[src/sv/pbrs_pkg.sv]
// ---------------------------------------------------------------------------
// pbrs_pkg
// Types, register indexes and reset values for the per-bin response smoother.
// ---------------------------------------------------------------------------
`default_nettype none

package pbrs_pkg;

   localparam int CSR_INDEX_W = 8;
   localparam int CSR_DATA_W  = 16;

   localparam logic [CSR_INDEX_W-1:0] CSR_NO_MEAS_LEVEL = 8'd0;
   localparam logic [CSR_INDEX_W-1:0] CSR_ENTER_THRESH  = 8'd1;
   localparam logic [CSR_INDEX_W-1:0] CSR_LEAVE_THRESH  = 8'd2;
   localparam logic [CSR_INDEX_W-1:0] CSR_ALPHA         = 8'd3;

   localparam logic signed [15:0] RESET_NO_MEAS_LEVEL = -16'sd12800;
   localparam logic signed [15:0] RESET_ENTER_THRESH  = -16'sd3840;
   localparam logic signed [15:0] RESET_LEAVE_THRESH  = -16'sd4224;
   localparam logic        [15:0] RESET_ALPHA         = 16'd6554;

   typedef struct packed {
      logic        [9:0]  bin_index;
      logic signed [15:0] pre_left;
      logic signed [15:0] post_left;
      logic signed [15:0] pre_right;
      logic signed [15:0] post_right;
   } pbrs_req_type;

   typedef struct packed {
      logic        [9:0]  bin_out;
      logic signed [15:0] left_response;
      logic signed [15:0] right_response;
      logic signed [15:0] diff_response;
      logic               left_valid;
      logic               right_valid;
   } pbrs_rsp_type;

   // one RAM word per bin
   typedef struct packed {
      logic               left_gate;
      logic               right_gate;
      logic signed [15:0] left_smoothed;
      logic signed [15:0] right_smoothed;
      logic signed [15:0] diff_smoothed;
   } pbrs_entry_type;

   localparam pbrs_entry_type ENTRY_RESET = '{
      left_gate:      1'b0,
      right_gate:     1'b0,
      left_smoothed:  RESET_NO_MEAS_LEVEL,
      right_smoothed: RESET_NO_MEAS_LEVEL,
      diff_smoothed:  RESET_NO_MEAS_LEVEL
   };

   // pipeline register loads for one smoothing lane
   typedef struct packed {
      logic load_mid;
      logic load_last;
   } pbrs_lane_ctl_type;

   function automatic logic signed [15:0] pbrs_sat17(input logic signed [16:0] v);
      logic signed [15:0] r;
      if (v[16] != v[15]) begin
         r = v[16] ? 16'sh8000 : 16'sh7fff;
      end else begin
         r = v[15:0];
      end
      return r;
   endfunction

endpackage

`default_nettype wire

[src/sv/pbrs_ema_lane.sv]
// ---------------------------------------------------------------------------
// pbrs_ema_lane
// One sentinel-aware moving average lane: case select and difference, then
// alpha multiply, then shift, add and saturate.
// ---------------------------------------------------------------------------
`default_nettype none

module pbrs_ema_lane (
   input  wire logic                          clock,
   input  wire pbrs_pkg::pbrs_lane_ctl_type   ctl,
   input  wire logic signed [15:0]            sentinel,
   input  wire logic        [15:0]            alpha,
   input  wire logic signed [15:0]            prev,
   input  wire logic signed [15:0]            raw,
   output logic signed [15:0]                 smoothed
);

   typedef enum logic [1:0] {
      SEL_SENTINEL,
      SEL_SEED,
      SEL_AVERAGE
   } sel_type;

   logic signed [16:0] floor_lvl;
   logic signed [16:0] raw_ext;
   logic signed [16:0] prev_ext;
   logic signed [16:0] delta_in;
   sel_type            sel_in;

   sel_type            sel_mid_ff;
   logic signed [15:0] prev_mid_ff;
   logic signed [15:0] raw_mid_ff;
   logic signed [16:0] delta_mid_ff;

   logic signed [16:0] alpha_ext;
   logic signed [33:0] prod_in;

   sel_type            sel_last_ff;
   logic signed [15:0] prev_last_ff;
   logic signed [15:0] raw_last_ff;
   logic signed [33:0] prod_last_ff;

   logic signed [18:0] prev_wide;
   logic signed [18:0] step_wide;
   logic signed [18:0] sum_wide;
   logic signed [15:0] avg_sat;

   always_comb begin
      floor_lvl = {sentinel[15], sentinel} + 17'sd32;
      raw_ext   = {raw[15], raw};
      prev_ext  = {prev[15], prev};
      delta_in  = raw_ext - prev_ext;
      if (raw_ext <= floor_lvl) begin
         sel_in = SEL_SENTINEL;
      end else if (prev_ext <= floor_lvl) begin
         sel_in = SEL_SEED;
      end else begin
         sel_in = SEL_AVERAGE;
      end
   end

   always_ff @(posedge clock) begin
      if (ctl.load_mid) begin
         sel_mid_ff   <= sel_in;
         prev_mid_ff  <= prev;
         raw_mid_ff   <= raw;
         delta_mid_ff <= delta_in;
      end
   end

   assign alpha_ext = {1'b0, alpha};
   assign prod_in   = alpha_ext * delta_mid_ff;

   always_ff @(posedge clock) begin
      if (ctl.load_last) begin
         sel_last_ff  <= sel_mid_ff;
         prev_last_ff <= prev_mid_ff;
         raw_last_ff  <= raw_mid_ff;
         prod_last_ff <= prod_in;
      end
   end

   // floor shift of the product: take the top bits
   always_comb begin
      prev_wide = {{3{prev_last_ff[15]}}, prev_last_ff};
      step_wide = {prod_last_ff[33], prod_last_ff[33:16]};
      sum_wide  = prev_wide + step_wide;
      if (sum_wide > 19'sd32767) begin
         avg_sat = 16'sh7fff;
      end else if (sum_wide < -19'sd32768) begin
         avg_sat = 16'sh8000;
      end else begin
         avg_sat = sum_wide[15:0];
      end
      case (sel_last_ff)
         SEL_SENTINEL: smoothed = sentinel;
         SEL_SEED:     smoothed = raw_last_ff;
         SEL_AVERAGE:  smoothed = avg_sat;
         default:      smoothed = sentinel;
      endcase
   end

endmodule

`default_nettype wire

[config.mk]
export PLATFORM = sky130hd
export DESIGN_NAME = pbrs_ema_lane
export DESIGN_NICKNAME = d
export VERILOG_FILES = /design/src/sv/pbrs_pkg.sv /design/src/sv/pbrs_ema_lane.sv
export SDC_FILE = /design/constraint.sdc
export NUM_CORES = 1
export LEC_CHECK = 0
export BUFFER_PORTS_ARGS = -buffer_cell sky130_fd_sc_hd__buf_4
export CORE_MARGIN = 4
export CORE_UTILIZATION = 45
export DETAILED_ROUTE_END_ITERATION = 10
export GPL_ROUTABILITY_DRIVEN = 0
export PLACE_DENSITY = 0.66
export SLEW_MARGIN = 20
export SYNTH_ARGS = -nofsm -noshare
export SYNTH_HDL_FRONTEND = slang
export SYNTH_SLANG_ARGS = --single-unit
[constraint.sdc]
create_clock -name clock -period 7.7 [get_ports clock]
set_clock_uncertainty 0.15 [all_clocks]
set_input_delay 0.77 -clock clock [delete_from_list [all_inputs] [get_ports clock]]
set_output_delay 0.77 -clock clock [all_outputs]
set_load 0.005 [all_outputs]
-- After elaboration in Yosys (flattened, before gate mapping)
Index checks and enable logic that the tools add are counted.
W data, S select, Z words.
- register bits after elaboration: 119
- bits in latches: 0
- memory bits (writable): 0
- ROM bits: 0
- input port bits: 67
- output and inout bits: 16
- logic and storage cells: 22
- memories: 0
- add/subtract/negate cells: 3
- multipliers: 1
- divide/modulo/power cells: 0
- magnitude comparators: 4
- equal/unequal tests: 2
- shift-type cells: 0
- mux-type cells: 4
- bitwise operators: 0
- reductions and logical operators: 0
- operators by type and width (cell ; number):
    $le A16 B17 Y1 ; 2
    $mul A17 B17 Y34 ; 1
    $mux W16 ; 2
    $pmux W16 S2 ; 1
    $add A16 B18 Y19 ; 1
    $gt A19 B16 Y1 const B ; 1
    $lt A19 B16 Y1 const B ; 1
    $add A16 B7 Y17 const B ; 1
    $sub A16 B16 Y17 ; 1
    $eq A2 B1 Y1 const B ; 1
    $eq A2 B2 Y1 const B ; 1
    $mux W2 ; 1

-- Depth between registers and ports, before layout
Gate-level depths: netlist of the first run.
- word-level depth: 5
- depth in mapped cells: 25
- depth with buffers taken out: 24

-- Worst setup path before layout of the first run
No wires, ideal clock.
- path type: input to register
- from: input port alpha[10]
- to: register prod_last_ff[33], data pin
- library setup time: 0.266 ns
- arrival: 6.075 ns
- required time: 7.284 ns
- path slack: 1.210 ns
- stages on the path: 20
- buffers on the path: 1
- cells stage by stage: clkbuf_1 -> and2_1 -> fa_1 -> inv_1 -> fa_1 -> fa_1 -> fa_1 -> inv_1 -> fa_1 -> fa_1 -> ha_1 -> and4_1 -> nand4_1 -> and3_1 -> o21a_1 -> o211ai_1 -> nand2_1 -> o211ai_1 -> and4_1 -> nor3_1
- word-level cells in the longest chain between the ends: 1
- RTL lines (element ; RTL line ; source):
    start, declared ; pbrs_ema_lane.sv:12 ; input wire logic [15:0] alpha,
    $mul A17 B17 Y34 ; pbrs_ema_lane.sv:72 ; assign prod_in = alpha_ext * delta_mid_ff;
    named net prod_in[33] ; pbrs_ema_lane.sv:36 ; logic signed [33:0] prod_in;
    end signal, assigned ; pbrs_ema_lane.sv:79 ; prod_last_ff <= prod_in;
    end, declared ; pbrs_ema_lane.sv:41 ; logic signed [33:0] prod_last_ff;
The timed path passes the listed nets, and every way through them passes these cells.
A chain may end at the register's enable or synchronous reset.

-- Worst setup path in the final report of the first run
- from: register delta_mid_ff[4]
- to: register prod_last_ff[30], data pin
- word-level cells in the longest chain between the ends: 1
- RTL lines (element ; RTL line ; source):
    start, declared ; pbrs_ema_lane.sv:33 ; logic signed [16:0] delta_mid_ff;
    start signal, assigned ; pbrs_ema_lane.sv:67 ; delta_mid_ff <= delta_in;
    $mul A17 B17 Y34 ; pbrs_ema_lane.sv:72 ;
    named net prod_in[30] ; pbrs_ema_lane.sv:36 ;
The timed path passes the listed nets, and every way through them passes these cells.

==> impl_metrics.toml, run 1 <==
[logic_synthesis]
ys_warn_count = 0
ys_seq_area_frac = 0.205
synth_edf_count = 103
synth.distinct_cells = 64
syn_area_um2 = 15100
synthFlopType = "edfxtp_1"
yosysTopAreaCellShare = 0.278
synth_async_sr_flop_share = 0
syn_nets = 2005
netlist_top_cells_area = "fa_1, edfxtp_1, ha_1, inv_1, and2_1"
netlist.top_cell.by_area = "fa_1"
netlist_instances = 1533
synth.ff_latch_count = 103
syn_area_per_cell_um2 = 9.86

[detailed_routing]
final_antenna_net_count = 0
dr.pass1.iters = 5
route.detailed.drc = 0
vias_per_cell = 5.16
avgRoutedWirePerCell_um = 17.1
drt_wl_total_mm = 35.0
vias = 10500
drt-initial-drc-count = 617

[worst_setup_path]
crit_type = "reg -> reg"
r2r_setup_slack_ns = 0.89
crit_path_max_incr_delay_ns = 0.71
critPathMostFrequentCell = "fa_1"
path_buf_inv = 2
path_cells = "and2_1 > fa_1 > inv_1 > fa_1 > fa_1 > fa_1 > inv_1 > fa_1 > fa_1 > ha_1 > and4_1 > a221oi_1 > and3_1 > o21a_1 > o211ai_1 > a31oi_1 > nor2b_1 > a21oi_1 > xnor2_1"
r2r_start = "delta_mid_ff[4]$_DFFE_PP_"
critPathLaunch = "delta_mid_ff[4]$_DFFE_PP_"
critical-path-slowest-cell = "edfxtp_1"
end_kind = "flop"
cp.arrival_ns = 6.76
required_ns = 7.65
path_delay_family = "adder cells"
cp-start-kind = "flop"
reg2reg_depth = 19
cp_max_fo = 16
r2r-end = "prod_last_ff[30]$_DFFE_PP_"

[global_routing]
antenna_found_initial = 1
grt_start_max_net_pins = 53
grt_overflow_total = 0
grt_usage = 0.200
grt_pass1_vias = 11300
grt_pass1_wl_mm = 57.8

[hold_path]
worstHoldPathCells = 0
min_from = "prev_mid_ff[15]$_DFFE_PP_"
hold_path_class = "reg -> reg"
hold_end = "prev_last_ff[15]$_DFFE_PP_"

[timing]
drv_slew = 0
worst_pin_slew_ns = 1.13
setup_violations = 0
fmax_mhz = 147
slew_headroom = 0.246
rsz0062_at_grt = "no"
hold_violations = 0
period_needed_ns = 6.81
finalCritPeriodShare = 0.884
fin_tns_setup_ns = 0

[cts]
path_clk_slew_ns = 0.07
cts_tree = "done"
clk_latency_ns = 0.34
hold_buffers = 0
clock_tree.htree_level_count = 3
cts-root-buf = "clkbuf_16"
post_cts_resized = 0
cts_max_path_buffers = 2
post_cts_buffers = 0
cts.sinks = 103
cts_buffers = 9

[placed_design]
io_buffer_count = 82
place_hpwl_mm = 28.0

[finish]
drive_gt1_frac = 0.0844
antenna_cells = 0
area_growth_pct = 8.85
layout.nets = 2066

[floorplan]
core_um2 = 32900
die_h_um = 191
dieArea_um2 = 36600
pin_count = 83
die_w_um = 191
initial_core_util = 0.460
rows = 66

[status]
outcome = "finished clean"

[flow_run]
cap_violations = 0
[final cells by class]
class	count	area (um^2)
multi-input cells	1054	10600
well taps	442	553
inverters	337	1260
fillers	3115	16400
flip-flops and latches	103	3090
clock buffers	9	225
clock inverters	7	46.3
repair buffers	89	668
[registers in the layout, summed over array words and instances, names as in the netlist]
register	count
prod_last_ff	18
delta_mid_ff	17
prev_last_ff	16
prev_mid_ff	16
raw_last_ff	16
raw_mid_ff	16
sel_last_ff	2
sel_mid_ff	2
[cells by family (layout without fill, tap and decap cells)]
kind of cell | after synthesis | in the layout | synth area share
xor+xnor | 52 | 52 | 0.0301
fa+ha+maj | 405 | 405 | 0.440
compound gates | 161 | 161 | 0.0797
flops | 103 | 103 | 0.205
buf+inv | 376 | 442 | 0.0947
simple gates | 436 | 436 | 0.151
[per-stage QoR]
stage          area [um^2]  hold slack (ns)  setup slack, ns  utilization  cells
2_1_floorplan        15100            0.250             1.21            -   1533
3_3_place_gp         16200            0.250            0.808        0.492   2025
3_5_place_dp         16200            0.255            0.661        0.492   2025
4_1_cts              16400            0.271            0.857        0.500   2041
5_1_grt              16400            0.274            0.514        0.500   2041
6_report             16400            0.272            0.891        0.500   2041
[routing by layer]
metal  routed length [um]  track usage  up-vias
li1                     -            -     4973
met1                14800        0.256     5299
met2                18200        0.363      217
met3                 1290       0.0250       49
met4                  701       0.0417        0
met5                    0            0        -
[cells in the final DEF, fill, tap and decap left out, types with 16 or more instances in the layout]
cell,n
and2_1,159
nand2b_1,16
nor2b_1,26
buf_4,89
xnor2_1,38
a21oi_1,35
nand3_1,20
edfxtp_1,103
o21ai_1,17
nor2_1,45
a21o_1,24
nand2_1,126
fa_1,210
ha_1,195
inv_1,337
[worst register-to-register path: stages (launching register included)]
cell      delay [ns]
edfxtp_1        0.71
and2_1          0.32
fa_1            0.49
inv_1           0.06
fa_1            0.56
fa_1            0.45
fa_1            0.55
inv_1           0.05
fa_1            0.46
fa_1            0.49
ha_1            0.32
and4_1          0.22
a221oi_1        0.34
and3_1          0.24
o21a_1          0.29
o211ai_1        0.18
a31oi_1         0.29
nor2b_1         0.11
a21oi_1         0.20
xnor2_1         0.09
[worst max-delay path by stage]
| stage | endpoint | slack [ns] | cells after the start |
|---|---|---|---|
| detailed placement | prod_last_ff[30]$_DFFE_PP_ | 0.66 | 20 |
| global route | prod_last_ff[33]$_DFFE_PP_ | 0.51 | 19 |
| global placement | prod_last_ff[33]$_DFFE_PP_ | 0.81 | 20 |
| floorplan | prod_last_ff[33]$_DFFE_PP_ | 1.21 | 20 |
| finish | prod_last_ff[30]$_DFFE_PP_ | 0.89 | 19 |
| CTS | prod_last_ff[30]$_DFFE_PP_ | 0.86 | 19 |
[cells in the mapped netlist (9+ instances only)]
library cell and n:
xnor2_1 38, nor2b_1 26, and2_1 159, a22oi_2 13
a21o_1 24, fa_1 210, nand2b_1 16, a21oi_1 35
edfxtp_1 103, ha_1 195, nor2_1 45, nand3_1 20
nand2_1 126, nand4_1 9, inv_1 337, xor2_1 14
a21oi_2 9, clkbuf_1 35, nor3_1 15, o21ai_1 17
o21ai_0 10
Power of run 1 is left out: the tool's default activity adds up to more than one toggle a clock period on the data nets, which glitch-free logic cannot reach.
==> run 2, diff against run 1 <==
- clock period: 7.7 -> 8.6 ns (I/O delays scaled with it)
==> run 2 against run 1 <==
Net effect: final cell count down 0.29%; non-clock buffer count is 5 lower; fmax down 1.4%; setup slack improved by 0.80 ns.
==> impl_metrics.toml, run 2 (same netlist as run 1, synthesis figures left out) <==
[status]
outcome = "finished clean"

[finish]
stdcell_area_um2 = 16400
antenna_cells = 0
drive_gt1_frac = 0.0810
area_growth_pct = 8.56
top_regs = "prod_last_ff x18, delta_mid_ff x17"
final_util = 0.499
fin_cells = 2035
regMostFlops = "prod_last_ff"
final_cell_mix = "inv_1, fa_1, ha_1, and2_1, nand2_1"
largest_reg_flops = 18
final_common_cell = "inv_1"
layout.nets = 2061

[timing]
worst_pin_slew_ns = 1.12
finalCritPeriodShare = 0.803
fmax_mhz = 145
hold_violations = 0
fin_tns_setup_ns = 0
drv_slew = 0
slew_headroom = 0.253
period_needed_ns = 6.91
rsz0062_at_grt = "no"
setup_violations = 0

[worst_setup_path]
cp_max_fo = 16
r2r_start = "delta_mid_ff[9]$_DFFE_PP_"
cp-start-kind = "flop"
endpoint = "prod_last_ff[33]$_DFFE_PP_"
crit_type = "reg -> reg"
critPathLaunch = "delta_mid_ff[9]$_DFFE_PP_"
required_ns = 8.54
r2r_setup_slack_ns = 1.69
reg2reg_depth = 23
cp.arrival_ns = 6.85
r2r-end = "prod_last_ff[33]$_DFFE_PP_"
end_kind = "flop"

[cts]
cts_max_path_buffers = 2
cts-root-buf = "clkbuf_16"
cts_tree = "done"
cts_buffers = 9
clk_latency_ns = 0.35
hold_buffers = 0
post_cts_resized = 0
post_cts_buffers = 0
path_clk_slew_ns = 0.07
clock_tree.htree_level_count = 3
cts.sinks = 103

[global_routing]
grt_pass1_wl_mm = 57.3
grt_start_max_net_pins = 53
grt_overflow_total = 0
grt_usage = 0.199
antenna_found_initial = 1
grt_pass1_vias = 11300

[floorplan]
pin_count = 83
rows = 66
core_um2 = 32900
die_w_um = 191
initial_core_util = 0.460
dieArea_um2 = 36600
die_h_um = 191

[placed_design]
post-place-cells = 2020
placed_area_um2 = 16100
place_hpwl_mm = 27.6
io_buffer_count = 82

[detailed_routing]
drt_wl_total_mm = 35.2
route.detailed.drc = 0
vias_per_cell = 5.22
avgRoutedWirePerCell_um = 17.3
drt-initial-drc-count = 574
dr.pass1.iters = 5
final_antenna_net_count = 0
vias = 10600

[flow_run]
cap_violations = 0

[hold_path]
hold_path_class = "reg -> reg"
## run 2: changes by cell type in the layout (fill, tap and decap cells not counted)
cell,delta
clkinv_4,+1
clkinv_1,-2
clkinvlp_4,+1
buf_4,-5
clkinv_2,-1
clkbuf_1,+2
inv_6,-2
## run 2: critical path: stages (launching register included)
cell and delay (ns):
edfxtp_1 0.85, nand2_1 0.18, fa_1 0.53, inv_1 0.05
fa_1 0.49, inv_1 0.06, fa_1 0.54, inv_1 0.05
fa_1 0.46, fa_1 0.49, inv_1 0.05, fa_1 0.47
inv_1 0.04, ha_1 0.30, o21a_1 0.13, o21ai_1 0.08
a21oi_1 0.21, o31ai_1 0.13, o21a_1 0.29, o211ai_1 0.30
nand2_1 0.13, o211ai_1 0.37, and4_1 0.25, nor3_1 0.05
## run 2: stage by stage
stage | worst slack, ns | hold slack, ns
3_5_place_dp | 1.51 | 0.255
4_1_cts | 1.72 | 0.271
6_report | 1.69 | 0.269
5_1_grt | 1.29 | 0.275
3_3_place_gp | 1.65 | 0.250
2_1_floorplan | 2.02 | 0.250
## run 2: area by class of cell
class                   count  area [um^2]
flip-flops and latches    103         3090
clock inverters             4         32.5
repair buffers             84          631
well taps                 442          553
multi-input cells        1054        10600
inverters                 337         1260
fillers                  3145        16500
clock buffers              11          233
## run 2: how the worst min path moves through the flow
stage / from / endpoint / slack, ns / cells past startpoint
finish: prev_mid_ff[11]$_DFFE_PP_ / prev_last_ff[11]$_DFFE_PP_ / 0.27 / 0
global route: raw_mid_ff[14]$_DFFE_PP_ / raw_last_ff[14]$_DFFE_PP_ / 0.28 / 0
CTS: raw_mid_ff[12]$_DFFE_PP_ / raw_last_ff[12]$_DFFE_PP_ / 0.27 / 0
detailed placement: raw_mid_ff[12]$_DFFE_PP_ / raw_last_ff[12]$_DFFE_PP_ / 0.25 / 0
global placement: prev_mid_ff[3]$_DFFE_PP_ / prev_last_ff[3]$_DFFE_PP_ / 0.25 / 0
floorplan: prev_mid_ff[0]$_DFFE_PP_ / prev_last_ff[0]$_DFFE_PP_ / 0.25 / 0
## run 2: routing by layer
| metal | GRT usage | vias to the layer above | share of wire |
|---|---|---|---|
| li1 | - | 4967 | - |
| met1 | 0.257 | 5356 | 0.42 |
| met2 | 0.358 | 246 | 0.52 |
| met3 | 0.0199 | 56 | 0.042 |
| met4 | 0.0497 | 0 | 0.024 |
| met5 | 0 | - | 0 |
Power of run 2 is left out for the same reason.
==> run 3, diff against run 2 <==
- ABC_AREA: default -> 1
- clock period: 8.6 -> 7 ns (I/O delays scaled with it)
==> run 3 against run 2 <==
Net effect: sequential share of layout area shrank 1.2 points; critical path depth shrank 4; non-clock buffer count grew 6; setup slack lost 0.89 ns; synthesized cell count grew 32%; count of clock-buffer cells in the layout shrank 1; utilization shrank 0.67 points; via count grew 20%; wire length grew 19%; final cell count grew 24%; global-route usage grew 2.1 points; critical endpoint is now prod_last_ff[26]$_DFFE_PP_; largest cell class unchanged.
==> impl_metrics.toml, run 3 <==
[worst_setup_path]
required_ns = 6.94
cp-start-kind = "flop"
critical-path-slowest-cell = "fa_1"
crit_type = "reg -> reg"
end_kind = "flop"
critPathMostFrequentCell = "fa_1"
cp_max_fo = 16
path_cells = "inv_1 > or2_2 > fa_1 > inv_1 > fa_1 > inv_1 > fa_1 > inv_1 > fa_1 > fa_1 > ha_1 > ha_1 > nand2_1 > nor2_1 > nand2_1 > nor4_1 > nand2_1 > o211ai_1 > xor2_1"
cp.arrival_ns = 6.13
crit_path_max_incr_delay_ns = 0.54

[logic_synthesis]
synth_commonest_cells = "inv_1, nand2_1, fa_1, ha_1, nor2_1"
synth-xor-area-share = 0.0259
ys_warn_count = 0
synth_async_sr_flop_share = 0
netlist.top_cell.by_area = "fa_1"
synth-adder-area-share = 0.409
syn_area_um2 = 16200
synth.ff_latch_count = 103
netlist_instances = 2027
synth_top_family_by_area = "adder cells"
synth-simple-area-share = 0.168
syn_nets = 2499
synth_compound_area_frac = 0.0613
synth.distinct_cells = 42
ys_seq_area_frac = 0.190
muxShareOfSynthArea = 0
yosysTopAreaCellShare = 0.259
synthFlopType = "edfxtp_1"
synth_edf_count = 103
syn_area_per_cell_um2 = 8.01
netlist_top_cells_area = "fa_1, edfxtp_1, ha_1, inv_1, nand2_1"
synth.most_common_cell = "inv_1"

[floorplan]
pin_count = 83
core_um2 = 35600
dieArea_um2 = 39200
initial_core_util = 0.457
die_w_um = 198
die_h_um = 198
rows = 69

[finish]
drive_gt1_frac = 0.0703
area_growth_pct = 7.83
final_util = 0.492
stdcell_area_um2 = 17500
layout.nets = 2531
final_common_cell = "inv_1"
final_cell_mix = "inv_1, nand2_1, fa_1, ha_1, nor2_1"
regMostFlops = "prod_last_ff"
largest_reg_flops = 18
top_regs = "prod_last_ff x18, delta_mid_ff x17"
antenna_cells = 0

[detailed_routing]
drt-initial-drc-count = 937
route.detailed.drc = 0
avgRoutedWirePerCell_um = 16.5
vias = 12700
vias_per_cell = 5.05
dr.pass1.iters = 5
final_antenna_net_count = 0
drt_wl_total_mm = 41.7

[global_routing]
grt_pass1_wl_mm = 68.2
grt_start_max_net_pins = 53
grt_usage = 0.220
grt_pass1_vias = 13200
antenna_found_initial = 1
grt_overflow_total = 0

[timing]
fin_tns_setup_ns = 0
period_needed_ns = 6.19
worst_slack_ns = 0.807
finalCritPeriodShare = 0.885
hold_violations = 0
fmax_mhz = 161
drv_slew = 0
setup_violations = 0
slew_headroom = 0.385
rsz0062_at_grt = "no"
worst_pin_slew_ns = 0.923

[cts]
cts_buffers = 9
hold_buffers = 0
post_cts_buffers = 0
cts.sinks = 103
cts_tree = "done"
cts_max_path_buffers = 2
post_cts_resized = 0
clk_latency_ns = 0.35
path_clk_slew_ns = 0.07
clock_tree.htree_level_count = 3
cts-root-buf = "clkbuf_16"

[status]
outcome = "finished clean"

[placed_design]
place_hpwl_mm = 34.3
io_buffer_count = 82
placed_area_um2 = 17200
post-place-ws_ns = 0.802

[flow_run]
cap_violations = 0

[hold_path]
hold_path_class = "reg -> reg"
run 3: cell type report:
| type | instances | area [um^2] |
|---|---|---|
| Tap cell | 461 | 577 |
| Multi-Input combinational cell | 1298 | 10800 |
| Clock buffer | 10 | 229 |
| Inverter | 557 | 2090 |
| Sequential cell | 103 | 3090 |
| Fill cell | 3415 | 18100 |
| Timing Repair Buffer | 90 | 676 |
| Clock inverter | 6 | 61.3 |
run 3: logic make-up (layout without fill, tap and decap cells):
kind of cell               count (synthesis)  in the layout
buffers and inverters                    626            663
DFF                                      103            103
AOI/OAI and AO/OA                        181            181
and+or+nand+nor                          664            664
adders and majority gates                405            405
xor gates and xnor gates                  48             48
run 3: per-stage QoR:
stage / hold WS [ns] / std cells
4_1_cts: 0.267 / 2525
3_5_place_dp: 0.255 / 2509
6_report: 0.261 / 2525
2_1_floorplan: 0.250 / 2027
5_1_grt: 0.275 / 2525
3_3_place_gp: 0.251 / 2509
run 3: critical path, delay by kind of cell (launching register included):
kind / cells / cell delay, ns
adder cells (fa/ha/maj): 7 / 3.35
AO/OA/AOI/OAI: 1 / 0.15
XOR/XNOR: 1 / 0.11
flip-flops: 1 / 0.48
buffers and inverters: 4 / 0.49
AND/OR/NAND/NOR: 6 / 1.21
run 3: path summary, 6_finish.rpt:
kind / start / to / slack (ns) / cells past startpoint
max: delta_mid_ff[16]$_DFFE_PP_ / prod_last_ff[26]$_DFFE_PP_ / 0.81 / 19
min: prev_mid_ff[6]$_DFFE_PP_ / prev_last_ff[6]$_DFFE_PP_ / 0.26 / 0
min reg2reg: prev_mid_ff[6]$_DFFE_PP_ / prev_last_ff[6]$_DFFE_PP_ / 0.26 / 0
max reg2reg: delta_mid_ff[16]$_DFFE_PP_ / prod_last_ff[26]$_DFFE_PP_ / 0.81 / 19
run 3: routing by layer:
layer  part of all wire  vias to the layer above  global-route usage
met3              0.064                       81              0.0316
met4              0.030                        2              0.0630
met2               0.48                      399               0.372
met5            0.00031                        -                   0
met1               0.43                     6115               0.295
li1                   -                     6144                   -
Power of run 3 is left out for the same reason.
